<file path="src/hw/rtl/multiboot_upload_sequencer_assert.svh">
// Assertion macros for the multiboot upload sequencer
`ifndef MULTIBOOT_UPLOAD_SEQUENCER_ASSERT_SVH
`define MULTIBOOT_UPLOAD_SEQUENCER_ASSERT_SVH

// cond at an edge implies expr at the same edge
`define MUS_ASSERT_IMPLIES(label, clk, rst, cond, expr, msg) \
  label: assert property (@(posedge clk) disable iff (rst) (cond) |-> (expr)) \
    else $error(msg);

// cond never holds at an edge
`define MUS_ASSERT_NEVER(label, clk, rst, cond, msg) \
  label: assert property (@(posedge clk) disable iff (rst) !(cond)) \
    else $error(msg);

`endif

</file>
<file path="src/hw/rtl/mus_pkg.sv">
// Shared types, codes and CRC helpers for the multiboot upload sequencer
package mus_pkg;

  localparam logic [1:0] OP_START   = 2'd0;
  localparam logic [1:0] OP_FETCHED = 2'd1;
  localparam logic [1:0] OP_REPLY   = 2'd2;

  localparam logic [1:0] ACT_FETCH = 2'd0;
  localparam logic [1:0] ACT_SEND  = 2'd1;
  localparam logic [1:0] ACT_DONE  = 2'd2;
  localparam logic [1:0] ACT_FAIL  = 2'd3;

  localparam logic [1:0] FAIL_NONE      = 2'd0;
  localparam logic [1:0] FAIL_HANDSHAKE = 2'd1;
  localparam logic [1:0] FAIL_TOKEN     = 2'd2;
  localparam logic [1:0] FAIL_READY     = 2'd3;

  localparam logic [18:0] MAX_IMAGE_BYTES = 19'd262144;
  localparam logic [18:0] MIN_IMAGE_BYTES = 19'd448;
  localparam logic [18:0] HEADER_BYTES    = 19'd192;
  localparam logic [18:0] COUNT_BIAS      = 19'h190;

  localparam logic [15:0] CRC_START = 16'hC387;
  localparam logic [15:0] CRC_POLY  = 16'hC37B;

  localparam logic [15:0] HS_REQ      = 16'h6202;
  localparam logic [15:0] HS_ACK_REQ  = 16'h6102;
  localparam logic [15:0] HS_REPLY    = 16'h7202;
  localparam logic [15:0] SYNC_WORD   = 16'h6200;
  localparam logic [15:0] TOKEN_WORD  = 16'h63D1;
  localparam logic [7:0]  TOKEN_TAG   = 8'h73;
  localparam logic [7:0]  CRCA_TAG    = 8'h64;
  localparam logic [7:0]  CRCA_BIAS   = 8'h0F;
  localparam logic [7:0]  SEED_LOW    = 8'hD1;
  localparam logic [15:0] READY_POLL  = 16'h0065;
  localparam logic [15:0] READY_REPLY = 16'h0075;
  localparam logic [15:0] CRC_CMD     = 16'h0066;

  localparam logic [31:0] SEED_MULT  = 32'h6F646573;
  localparam logic [31:0] MASK_BASE  = 32'hFE000000;
  localparam logic [31:0] MASK_XOR   = 32'h43202F2F;

  localparam logic [15:0] RETRY_RESET = 16'd8000;

  localparam logic CFG_IMAGE_BYTES = 1'b0;
  localparam logic CFG_RETRY_LIMIT = 1'b1;

  typedef struct packed {
    logic [1:0]  operation;
    logic [31:0] image_word;
    logic [31:0] reply_word;
  } in_item_t;

  typedef struct packed {
    logic [1:0]  action;
    logic [17:0] fetch_offset;
    logic [31:0] send_word;
    logic [1:0]  fail_code;
  } out_item_t;

  typedef struct packed {
    logic       space;
    logic [1:0] count;
  } fifo_status_t;

  // Bit-serial fold, LSB first; only ever called with constant arguments
  function automatic logic [15:0] crc_fold_serial(logic [15:0] crc, logic [31:0] w);
    logic [15:0] c;
    logic [31:0] d;
    c = crc;
    d = w;
    for (int b = 0; b < 32; b++) begin
      if (c[0] ^ d[0]) c = (c >> 1) ^ CRC_POLY;
      else c = c >> 1;
      d = d >> 1;
    end
    return c;
  endfunction

  // The fold is linear over GF(2): XOR the constant column of every set bit
  function automatic logic [15:0] crc_fold(logic [15:0] crc, logic [31:0] w);
    logic [15:0] acc;
    acc = '0;
    for (int i = 0; i < 16; i++)
      if (crc[i]) acc = acc ^ crc_fold_serial(16'(1) << i, 32'd0);
    for (int j = 0; j < 32; j++)
      if (w[j]) acc = acc ^ crc_fold_serial(16'd0, 32'(1) << j);
    return acc;
  endfunction

endpackage

</file>
<file path="src/hw/rtl/mus_stream_if.sv">
// Valid/ready stream channel carrying one payload struct
interface mus_stream_if #(parameter type payload_t = logic) ();
  logic     valid;
  logic     ready;
  payload_t payload;

  modport source (output valid, output payload, input ready);
  modport sink (input valid, input payload, output ready);
endinterface

</file>
<file path="src/hw/rtl/mus_in_stage.sv">
// Input register holding one accepted item until the engine takes it
module mus_in_stage (
  input  logic             clk,
  input  logic             rst,
  mus_stream_if.sink       cmd,
  input  logic             advance,
  output logic             held_valid,
  output mus_pkg::in_item_t held
);

  assign cmd.ready = !held_valid || advance;

  always_ff @(posedge clk) begin
    if (rst) begin
      held_valid <= 1'b0;
    end else if (cmd.valid && cmd.ready) begin
      held_valid <= 1'b1;
    end else if (advance) begin
      held_valid <= 1'b0;
    end
  end

  always_ff @(posedge clk) begin
    if (cmd.valid && cmd.ready) begin
      held <= cmd.payload;
    end
  end

endmodule

</file>
<file path="src/hw/rtl/mus_engine.sv">
// Sequencer state, configuration registers and the per-item step logic
module mus_engine (
  input  logic              clk,
  input  logic              rst,
  input  logic              cfg_write,
  input  logic              cfg_index,
  input  logic [18:0]       cfg_data,
  input  logic              advance,
  input  mus_pkg::in_item_t item,
  output logic              has_result,
  output mus_pkg::out_item_t result
);

  localparam logic [4:0] PH_IDLE        = 5'd0;
  localparam logic [4:0] PH_CRC_FETCH   = 5'd1;
  localparam logic [4:0] PH_HS          = 5'd2;
  localparam logic [4:0] PH_HS_ACK      = 5'd3;
  localparam logic [4:0] PH_HDR_FETCH   = 5'd4;
  localparam logic [4:0] PH_HDR_LO      = 5'd5;
  localparam logic [4:0] PH_HDR_HI      = 5'd6;
  localparam logic [4:0] PH_SYNC_A      = 5'd7;
  localparam logic [4:0] PH_SYNC_B      = 5'd8;
  localparam logic [4:0] PH_TOKEN_A     = 5'd9;
  localparam logic [4:0] PH_TOKEN_B     = 5'd10;
  localparam logic [4:0] PH_CRCA_SENT   = 5'd11;
  localparam logic [4:0] PH_COUNT_SENT  = 5'd12;
  localparam logic [4:0] PH_PAY_FETCH   = 5'd13;
  localparam logic [4:0] PH_PAY_SENT    = 5'd14;
  localparam logic [4:0] PH_READY_FIRST = 5'd15;
  localparam logic [4:0] PH_READY_POLL  = 5'd16;
  localparam logic [4:0] PH_SENT_66     = 5'd17;
  localparam logic [4:0] PH_SENT_CRC    = 5'd18;

  logic [18:0] image_bytes;
  logic [15:0] retry_limit;

  logic [4:0]  phase, phase_next;
  logic [15:0] running_crc, running_crc_next;
  logic [31:0] scramble_seed, scramble_seed_next;
  logic [7:0]  token_crc_a, token_crc_a_next;
  logic [7:0]  token_crc_b, token_crc_b_next;
  logic [15:0] word_counter, word_counter_next;
  logic [15:0] attempt_count, attempt_count_next;
  logic [15:0] held_halfword, held_halfword_next;

  logic [18:0] size_raw;
  logic [18:0] size;
  logic [18:0] count_diff;
  logic [15:0] wc_inc;
  logic [18:0] off_inc;
  logic [18:0] off_now;
  logic [17:0] hdr_off;
  logic [31:0] seed_prod;
  logic [31:0] seed_step;
  logic [31:0] pay_word;
  logic [15:0] crc_image;
  logic [15:0] crc_final;
  logic [7:0]  token_a;
  logic [7:0]  crca_next;
  logic        retries_out;

  always_ff @(posedge clk) begin
    if (rst) begin
      image_bytes <= mus_pkg::MAX_IMAGE_BYTES;
      retry_limit <= mus_pkg::RETRY_RESET;
    end else if (cfg_write) begin
      unique case (cfg_index)
        mus_pkg::CFG_IMAGE_BYTES: image_bytes <= cfg_data;
        mus_pkg::CFG_RETRY_LIMIT: retry_limit <= cfg_data[15:0];
        default: ;
      endcase
    end
  end

  // Drop the low two bits, then clamp to the legal image range
  always_comb begin
    size_raw = {image_bytes[18:2], 2'b00};
    if (size_raw > mus_pkg::MAX_IMAGE_BYTES) size = mus_pkg::MAX_IMAGE_BYTES;
    else if (size_raw < mus_pkg::MIN_IMAGE_BYTES) size = mus_pkg::MIN_IMAGE_BYTES;
    else size = size_raw;
  end

  assign count_diff  = size - mus_pkg::COUNT_BIAS;
  assign wc_inc      = word_counter + 16'd1;
  assign off_inc     = mus_pkg::HEADER_BYTES + {1'b0, wc_inc, 2'b00};
  assign off_now     = mus_pkg::HEADER_BYTES + {1'b0, word_counter, 2'b00};
  assign hdr_off     = {wc_inc, 2'b00};
  assign seed_prod   = scramble_seed * mus_pkg::SEED_MULT;
  assign seed_step   = seed_prod + 32'd1;
  assign pay_word    = item.image_word ^ (mus_pkg::MASK_BASE - {13'd0, off_now})
                       ^ mus_pkg::MASK_XOR;
  assign crc_image   = mus_pkg::crc_fold(running_crc, item.image_word);
  assign crc_final   = mus_pkg::crc_fold(running_crc,
                                         {16'hFFFF, token_crc_b, token_crc_a});
  assign token_a     = item.reply_word[23:16];
  assign crca_next   = token_a + mus_pkg::CRCA_BIAS;
  assign retries_out = attempt_count >= retry_limit;

  always_comb begin
    phase_next         = phase;
    running_crc_next   = running_crc;
    scramble_seed_next = scramble_seed;
    token_crc_a_next   = token_crc_a;
    token_crc_b_next   = token_crc_b;
    word_counter_next  = word_counter;
    attempt_count_next = attempt_count;
    held_halfword_next = held_halfword;
    has_result         = 1'b0;
    result             = '0;

    unique case (item.operation)
      mus_pkg::OP_START: begin
        running_crc_next    = mus_pkg::CRC_START;
        scramble_seed_next  = '0;
        token_crc_a_next    = '0;
        token_crc_b_next    = '0;
        word_counter_next   = '0;
        attempt_count_next  = '0;
        held_halfword_next  = '0;
        phase_next          = PH_CRC_FETCH;
        has_result          = 1'b1;
        result.action       = mus_pkg::ACT_FETCH;
        result.fetch_offset = mus_pkg::HEADER_BYTES[17:0];
      end
      mus_pkg::OP_FETCHED: begin
        unique case (phase)
          PH_CRC_FETCH: begin
            running_crc_next  = crc_image;
            word_counter_next = wc_inc;
            has_result        = 1'b1;
            if (off_inc < size) begin
              result.action       = mus_pkg::ACT_FETCH;
              result.fetch_offset = off_inc[17:0];
            end else begin
              attempt_count_next = '0;
              phase_next         = PH_HS;
              result.action      = mus_pkg::ACT_SEND;
              result.send_word   = {16'd0, mus_pkg::HS_REQ};
            end
          end
          PH_HDR_FETCH: begin
            held_halfword_next = item.image_word[31:16];
            phase_next         = PH_HDR_LO;
            has_result         = 1'b1;
            result.action      = mus_pkg::ACT_SEND;
            result.send_word   = {16'd0, item.image_word[15:0]};
          end
          PH_PAY_FETCH: begin
            scramble_seed_next = seed_step;
            phase_next         = PH_PAY_SENT;
            has_result         = 1'b1;
            result.action      = mus_pkg::ACT_SEND;
            result.send_word   = pay_word ^ seed_step;
          end
          default: ;
        endcase
      end
      mus_pkg::OP_REPLY: begin
        has_result    = 1'b1;
        result.action = mus_pkg::ACT_SEND;
        unique case (phase)
          PH_HS: begin
            if (retries_out) begin
              phase_next       = PH_IDLE;
              result.action    = mus_pkg::ACT_FAIL;
              result.fail_code = mus_pkg::FAIL_HANDSHAKE;
            end else begin
              attempt_count_next = attempt_count + 16'd1;
              if (item.reply_word[31:16] == mus_pkg::HS_REPLY) begin
                phase_next       = PH_HS_ACK;
                result.send_word = {16'd0, mus_pkg::HS_ACK_REQ};
              end else begin
                result.send_word = {16'd0, mus_pkg::HS_REQ};
              end
            end
          end
          PH_HS_ACK: begin
            word_counter_next = '0;
            phase_next        = PH_HDR_FETCH;
            result.action     = mus_pkg::ACT_FETCH;
          end
          PH_HDR_LO: begin
            phase_next       = PH_HDR_HI;
            result.send_word = {16'd0, held_halfword};
          end
          PH_HDR_HI: begin
            word_counter_next = wc_inc;
            if (hdr_off < mus_pkg::HEADER_BYTES[17:0]) begin
              phase_next          = PH_HDR_FETCH;
              result.action       = mus_pkg::ACT_FETCH;
              result.fetch_offset = hdr_off;
            end else begin
              phase_next       = PH_SYNC_A;
              result.send_word = {16'd0, mus_pkg::SYNC_WORD};
            end
          end
          PH_SYNC_A: begin
            phase_next       = PH_SYNC_B;
            result.send_word = {16'd0, mus_pkg::SYNC_WORD};
          end
          PH_SYNC_B: begin
            phase_next       = PH_TOKEN_A;
            result.send_word = {16'd0, mus_pkg::TOKEN_WORD};
          end
          PH_TOKEN_A: begin
            phase_next       = PH_TOKEN_B;
            result.send_word = {16'd0, mus_pkg::TOKEN_WORD};
          end
          PH_TOKEN_B: begin
            if (item.reply_word[31:24] != mus_pkg::TOKEN_TAG) begin
              phase_next       = PH_IDLE;
              result.action    = mus_pkg::ACT_FAIL;
              result.fail_code = mus_pkg::FAIL_TOKEN;
            end else begin
              scramble_seed_next = {16'hFFFF, token_a, mus_pkg::SEED_LOW};
              token_crc_a_next   = crca_next;
              phase_next         = PH_CRCA_SENT;
              result.send_word   = {16'd0, mus_pkg::CRCA_TAG, crca_next};
            end
          end
          PH_CRCA_SENT: begin
            phase_next       = PH_COUNT_SENT;
            result.send_word = {15'd0, count_diff[18:2]};
          end
          PH_COUNT_SENT: begin
            token_crc_b_next    = item.reply_word[23:16];
            word_counter_next   = '0;
            phase_next          = PH_PAY_FETCH;
            result.action       = mus_pkg::ACT_FETCH;
            result.fetch_offset = mus_pkg::HEADER_BYTES[17:0];
          end
          PH_PAY_SENT: begin
            word_counter_next = wc_inc;
            if (off_inc < size) begin
              phase_next          = PH_PAY_FETCH;
              result.action       = mus_pkg::ACT_FETCH;
              result.fetch_offset = off_inc[17:0];
            end else begin
              running_crc_next   = crc_final;
              attempt_count_next = '0;
              phase_next         = PH_READY_FIRST;
              result.send_word   = {16'd0, mus_pkg::READY_POLL};
            end
          end
          PH_READY_FIRST: begin
            phase_next       = PH_READY_POLL;
            result.send_word = {16'd0, mus_pkg::READY_POLL};
          end
          PH_READY_POLL: begin
            if (retries_out) begin
              phase_next       = PH_IDLE;
              result.action    = mus_pkg::ACT_FAIL;
              result.fail_code = mus_pkg::FAIL_READY;
            end else begin
              attempt_count_next = attempt_count + 16'd1;
              if (item.reply_word[31:16] == mus_pkg::READY_REPLY) begin
                phase_next       = PH_SENT_66;
                result.send_word = {16'd0, mus_pkg::CRC_CMD};
              end else begin
                result.send_word = {16'd0, mus_pkg::READY_POLL};
              end
            end
          end
          PH_SENT_66: begin
            phase_next       = PH_SENT_CRC;
            result.send_word = {16'd0, running_crc};
          end
          PH_SENT_CRC: begin
            phase_next    = PH_IDLE;
            result.action = mus_pkg::ACT_DONE;
          end
          default: begin
            has_result    = 1'b0;
            result.action = mus_pkg::ACT_FETCH;
          end
        endcase
      end
      default: ;
    endcase
  end

  always_ff @(posedge clk) begin
    if (rst) begin
      phase         <= PH_IDLE;
      running_crc   <= mus_pkg::CRC_START;
      scramble_seed <= '0;
      token_crc_a   <= '0;
      token_crc_b   <= '0;
      word_counter  <= '0;
      attempt_count <= '0;
      held_halfword <= '0;
    end else if (advance) begin
      phase         <= phase_next;
      running_crc   <= running_crc_next;
      scramble_seed <= scramble_seed_next;
      token_crc_a   <= token_crc_a_next;
      token_crc_b   <= token_crc_b_next;
      word_counter  <= word_counter_next;
      attempt_count <= attempt_count_next;
      held_halfword <= held_halfword_next;
    end
  end

endmodule

</file>
<file path="src/hw/rtl/mus_out_fifo.sv">
// Two-entry circular result buffer with separate read and write pointers
module mus_out_fifo (
  input  logic               clk,
  input  logic               rst,
  input  logic               push,
  input  mus_pkg::out_item_t push_item,
  mus_stream_if.source       res,
  output mus_pkg::fifo_status_t status
);

  mus_pkg::out_item_t slots [2];
  logic       wr_ptr;
  logic       rd_ptr;
  logic [1:0] count;
  logic       pop;

  assign pop           = res.valid && res.ready;
  assign res.valid     = count != 2'd0;
  assign res.payload   = slots[rd_ptr];
  assign status.space  = count != 2'd2;
  assign status.count  = count;

  always_ff @(posedge clk) begin
    if (rst) begin
      wr_ptr <= 1'b0;
      rd_ptr <= 1'b0;
      count  <= 2'd0;
    end else begin
      if (push) wr_ptr <= !wr_ptr;
      if (pop) rd_ptr <= !rd_ptr;
      if (push && !pop) count <= count + 2'd1;
      else if (pop && !push) count <= count - 2'd1;
    end
  end

  always_ff @(posedge clk) begin
    if (push) begin
      slots[wr_ptr] <= push_item;
    end
  end

endmodule

</file>
<file path="src/hw/rtl/multiboot_upload_sequencer.sv">
// Top level of the multiboot upload sequencer
//
//   channel  | dir | payload                                          | transfer
//   ---------+-----+--------------------------------------------------+----------------
//   cmd      | in  | operation, image_word, reply_word                | valid && ready
//   res      | out | action, fetch_offset, send_word, fail_code       | valid && ready
//   cfg      | in  | cfg_index, cfg_data (image_bytes, retry_limit)   | cfg_write
//
// One item per cycle sustained while res does not stall: the step logic between the
// input register and the result buffer is combinational and updates the state on each advance.
// An item is registered in the input register, and its result is then written into
// the result buffer, from which it is offered on res.
// Synchronous active-high reset returns to idle with the default registers.
// A stall on res fills the two-entry result buffer; cmd then holds ready low
// once both the buffer and the input register are full.
module multiboot_upload_sequencer (
  input  logic        clk,
  input  logic        rst,
  input  logic        cfg_write,
  input  logic        cfg_index,
  input  logic [18:0] cfg_data,
  mus_stream_if.sink   cmd,
  mus_stream_if.source res
);

  `include "multiboot_upload_sequencer_assert.svh"

  logic                  held_valid;
  mus_pkg::in_item_t     held;
  logic                  advance;
  logic                  has_result;
  logic                  push;
  mus_pkg::out_item_t    result;
  mus_pkg::fifo_status_t fifo_status;
  logic                  pipe_full;
  logic                  start_taken;
  logic                  start_fetch_ok;

  // Process the held item only when the result buffer can take its output
  assign advance = held_valid && fifo_status.space;
  assign push    = advance && has_result;

  assign pipe_full      = held_valid && !fifo_status.space;
  assign start_taken    = advance && held.operation == mus_pkg::OP_START;
  assign start_fetch_ok = push && result.action == mus_pkg::ACT_FETCH &&
                          result.fetch_offset == mus_pkg::HEADER_BYTES[17:0];

  mus_in_stage u_in_stage (
    .clk        (clk),
    .rst        (rst),
    .cmd        (cmd),
    .advance    (advance),
    .held_valid (held_valid),
    .held       (held)
  );

  mus_engine u_engine (
    .clk        (clk),
    .rst        (rst),
    .cfg_write  (cfg_write),
    .cfg_index  (cfg_index),
    .cfg_data   (cfg_data),
    .advance    (advance),
    .item       (held),
    .has_result (has_result),
    .result     (result)
  );

  mus_out_fifo u_out_fifo (
    .clk       (clk),
    .rst       (rst),
    .push      (push),
    .push_item (result),
    .res       (res),
    .status    (fifo_status)
  );

  `MUS_ASSERT_NEVER(a_no_overflow, clk, rst, push && !fifo_status.space, "result buffer overflow")

  `MUS_ASSERT_IMPLIES(a_stall_cause, clk, rst, !cmd.ready, pipe_full, "cmd stalled while not full")

  `MUS_ASSERT_IMPLIES(a_start_fetch, clk, rst, start_taken, start_fetch_ok, "bad start fetch")

endmodule
</file>
<file path="src/flat_wrapper.sv">
// flat-port wrapper written by rule: the top's interface ports become plain ports
module multiboot_upload_sequencer_flat 
  (clk, rst, cfg_write, cfg_index, cfg_data, cmd_valid, cmd_payload, cmd_ready, res_valid, res_payload, res_ready);
  mus_stream_if cmd_i ();
  mus_stream_if res_i ();
  input  logic clk;
  input  logic rst;
  input  logic cfg_write;
  input  logic cfg_index;
  input  logic [18:0] cfg_data;
  input wire logic [$bits(cmd_i.valid)-1:0] cmd_valid;
  input wire logic [$bits(cmd_i.payload)-1:0] cmd_payload;
  output wire logic [$bits(cmd_i.ready)-1:0] cmd_ready;
  output wire logic [$bits(res_i.valid)-1:0] res_valid;
  output wire logic [$bits(res_i.payload)-1:0] res_payload;
  input wire logic [$bits(res_i.ready)-1:0] res_ready;
  assign cmd_i.valid = cmd_valid;
  assign cmd_i.payload = cmd_payload;
  assign cmd_ready = cmd_i.ready;
  assign res_valid = res_i.valid;
  assign res_payload = res_i.payload;
  assign res_i.ready = res_ready;
  multiboot_upload_sequencer u_core (.clk(clk), .rst(rst), .cfg_write(cfg_write), .cfg_index(cfg_index), .cfg_data(cfg_data), .cmd(cmd_i), .res(res_i));
endmodule
</file>
<file path="config.mk">
export PLATFORM = sky130hd
export DESIGN_NAME = multiboot_upload_sequencer_flat
export DESIGN_NICKNAME = d
export VERILOG_FILES = /design/src/hw/rtl/mus_pkg.sv /design/src/hw/rtl/mus_stream_if.sv /design/src/hw/rtl/mus_in_stage.sv /design/src/hw/rtl/mus_engine.sv /design/src/hw/rtl/mus_out_fifo.sv /design/src/hw/rtl/multiboot_upload_sequencer.sv /design/src/flat_wrapper.sv
export VERILOG_INCLUDE_DIRS = /design/src /design/src/hw/rtl
export SDC_FILE = /design/constraint.sdc
export NUM_CORES = 1
export LEC_CHECK = 0
export ABC_AREA = 1
export ABC_CLOCK_PERIOD_IN_PS = 1800
export CELL_PAD_IN_SITES_DETAIL_PLACEMENT = 0
export CELL_PAD_IN_SITES_GLOBAL_PLACEMENT = 1
export CORE_AREA = 2 2 39 41
export CTS_BUF_LIST = sky130_fd_sc_hd__clkbuf_4 sky130_fd_sc_hd__clkbuf_8
export CTS_CLUSTER_SIZE = 24
export DETAILED_ROUTE_END_ITERATION = 8
export DIE_AREA = 0 0 41 43
export DONT_BUFFER_PORTS = 1
export PLACE_DENSITY_LB_ADDON = 0.1
export SLEW_MARGIN = 20
export SYNTH_ARGS = -nofsm -noshare
export SYNTH_HDL_FRONTEND = slang
export SYNTH_SLANG_ARGS = --single-unit
</file>
<file path="constraint.sdc">
create_clock -name clk -period 1.8 [get_ports clk]
set_input_delay 0.36 -clock clk [delete_from_list [all_inputs] [get_ports clk]]
set_output_delay 0.36 -clock clk [all_outputs]
set_load 0.01 [all_outputs]
</file>
==> results.yml <==
outcome:
  status: "finished clean"
routing:
  routed-via-count: 152
  first_iter_violations: 1
  wire_per_inst_um: 7.457
  drc: 0
  wirelength_um: 343
  drtAntennaViolNets: 0
  first_pass_iters: 2
  vias_per_cell: 3.304
place:
  dp_hpwl_um: 286.9
  dp_cells: 42
  post-place-ws_ps: 440.0
  io_buffer_count: 0
  gp_congestion: 0.6095
clocking:
  worstSkewPairLatency_ps: 230
  cts_buffers: 3
  cts_root_buf: "clkbuf_4"
  cts_buffer_depth: 2
  cts.sinks: 3
  postCtsHoldBufs: 0
  clk_pin_slew_worst_paths_ps: 40
  cts_tree: "yes"
  cts_resized: 0
  ctsHtreeMaxLevel: 1
  cts_setup_buffers: 0
setup_path:
  cp_cell_sequence: "inv_1 -> nand2_1 -> nand2_1 -> ha_1 -> inv_1 -> nand3_1 -> nand2_1 -> inv_1 -> nor2_1"
  worstPathRequired_ps: 1970
  worst_setup_path_start_kind: "register"
  crit_slowest_cell: "dfxtp_1"
  end_kind: "register"
  critical_path_class: "reg2reg"
  crit_family: "simple AND/OR/NAND/NOR gates"
  slowest_delay_ps: 370
  arrival_ps: 1510
  cp_max_fo: 4
  crit_buf_inv: 3
synthesis:
  netlist_area_um2: 177.7
  synthXorXnorAreaFrac_pct: 0
  synthAdderAreaFrac_pct: 7.042
  synth-simple-area-share_pct: 25.35
  synthMuxAreaShare_pct: 0
  syn_area_per_cell_um2: 6.580
  synth_top_area_share_pct: 33.80
  yosys-top-cells-area: "dfxtp_1, inv_1, nand2_1, ha_1, a21oi_1"
  yosysTopAreaCell: "dfxtp_1"
  synth_seq_cells: 3
  synth_top_family_by_area: "simple AND/OR/NAND/NOR gates"
  yosysSeqAreaShare_pct: 33.80
  synth_nets: 54
  synth.distinct_cells: 14
  yosys_warnings: 0
  synth_compound_area_share_pct: 12.68
  syn-instance-count: 27
sta:
  slew_viol_final: 0
  grt_setup_unrepaired: "false"
  whs_ps: 192.6
  tns_ps: 0
  period_needed_ps: 1346
  fin_crit_sh_pct: 74.80
  hold_viol: 0
  finalSetupViolations: 0
  fmax_mhz: 742.7
  fin_ws_ps: 453.6
  clock_skew_ps: 1.959
global_routing:
  grt_pass1_wl_um: 579
  grt_max_degree: 7
  grt_pass1_vias: 151
  overflow: 0
  antenna_found_initial: 0
  grt_util_all_layers_pct: 5.706
cells_and_area:
  final_layout_size_suffix_gt1_share_pct: 20.00
  nets: 58
  antennaDiodeCount: 0
  instances_no_fill: 46
  final_common_cell: "inv_1"
  syn_to_final_growth_pct: 23.94
  final_cell_mix: "inv_1, nand2_1, clkbuf_4, dfxtp_1"
floorplan:
  rows: 14
  design.portCount: 29
  die-width_um: 41
  die_height_um: 43
  coreArea_mm2: 0.001384
  die-area_mm2: 0.001763
  initial_core_util_pct: 12.84
power_and_ir_drop:
  pwr_density_cell_mw_per_mm2: 1532
  p_total_uw: 337.3
  ir_drop_uv: 359.6
  p_leak_nw: 0.1117
hold_path:
  hold_class: "in2reg"
flow_run:
  drv_cap: 0
[power breakdown]
part	switching (mW)	internal, mW	total, mW
logic	0.0709	0.0360	0.107
clock network	0.0341	0.0980	0.132
registers	0.0136	0.0847	0.0983
total	0.119	0.219	0.337
[metrics by stage]
| step | area (um^2) | util, % |
|---|---|---|
| after floorplan | 177.7 | - |
| after global placement | 190.2 | 13.74 |
| after detailed placement | 190.2 | 13.74 |
| after CTS | 220.2 | 15.91 |
| after global routing | 220.2 | 15.91 |
| final | 220.2 | 15.91 |
[flip-flops by register name (all words and copies together) (netlist names)]
signal / cells
u_core.u_out_fifo.count: 2
u_core.u_in_stage.held_valid: 1
[worst register-to-register path, cell delays in order (launching register included)]
cell and delay [ps]:
dfxtp_1 370, inv_1 70, nand2_1 140, nand2_1 80
ha_1 300, inv_1 80, nand3_1 70, nand2_1 60
inv_1 30, nor2_1 80
[cells in the mapped netlist]
cell	n
inv_1	6
a21boi_0	1
dfxtp_1	3
nand3_1	2
a21oi_1	2
nand2_1	5
nand2_2	1
nand4_1	1
inv_2	1
ha_1	1
conb_1	1
buf_4	1
o21ai_0	1
nor2_1	1
[kinds of logic (layout without fill, tap and decap cells)]
kind of cell,count (synthesis),after routing
other cells,1,1
fa+ha+maj,1,1
compound gates,4,4
simple gates,10,10
buf+inv,8,11
flops,3,3
[area by class of cell]
type	instances	area [um^2]
Clock buffer	4	30.03
Fill cell	163	1164
Inverter	7	26.28
Multi-Input combinational cell	16	83.83
Sequential cell	3	60.06
Tap cell	16	20.02
[per-layer routing]
metal / up-vias / wire, um / GRT usage [%]
met2: 7 / 145 / 5.625
met3: 0 / 31 / 3.141
met5: - / 0 / 0
met1: 59 / 166 / 6.688
li1: 86 / - / -
met4: 0 / 0 / 8.000
[path summary, 6_finish.rpt]
check,from,cells after the start,slack (ps),to
worst max-delay path,u_core.u_out_fifo.count[1],9,450,u_core.u_out_fifo.count[1]
worst min-delay path,rst,1,190,u_core.u_in_stage.held_valid
worst max register to register,u_core.u_out_fifo.count[1],9,450,u_core.u_out_fifo.count[1]
worst min register to register,u_core.u_out_fifo.count[0],2,520,u_core.u_out_fifo.count[0]
Note: power is estimated with default switching activity, not from simulation.
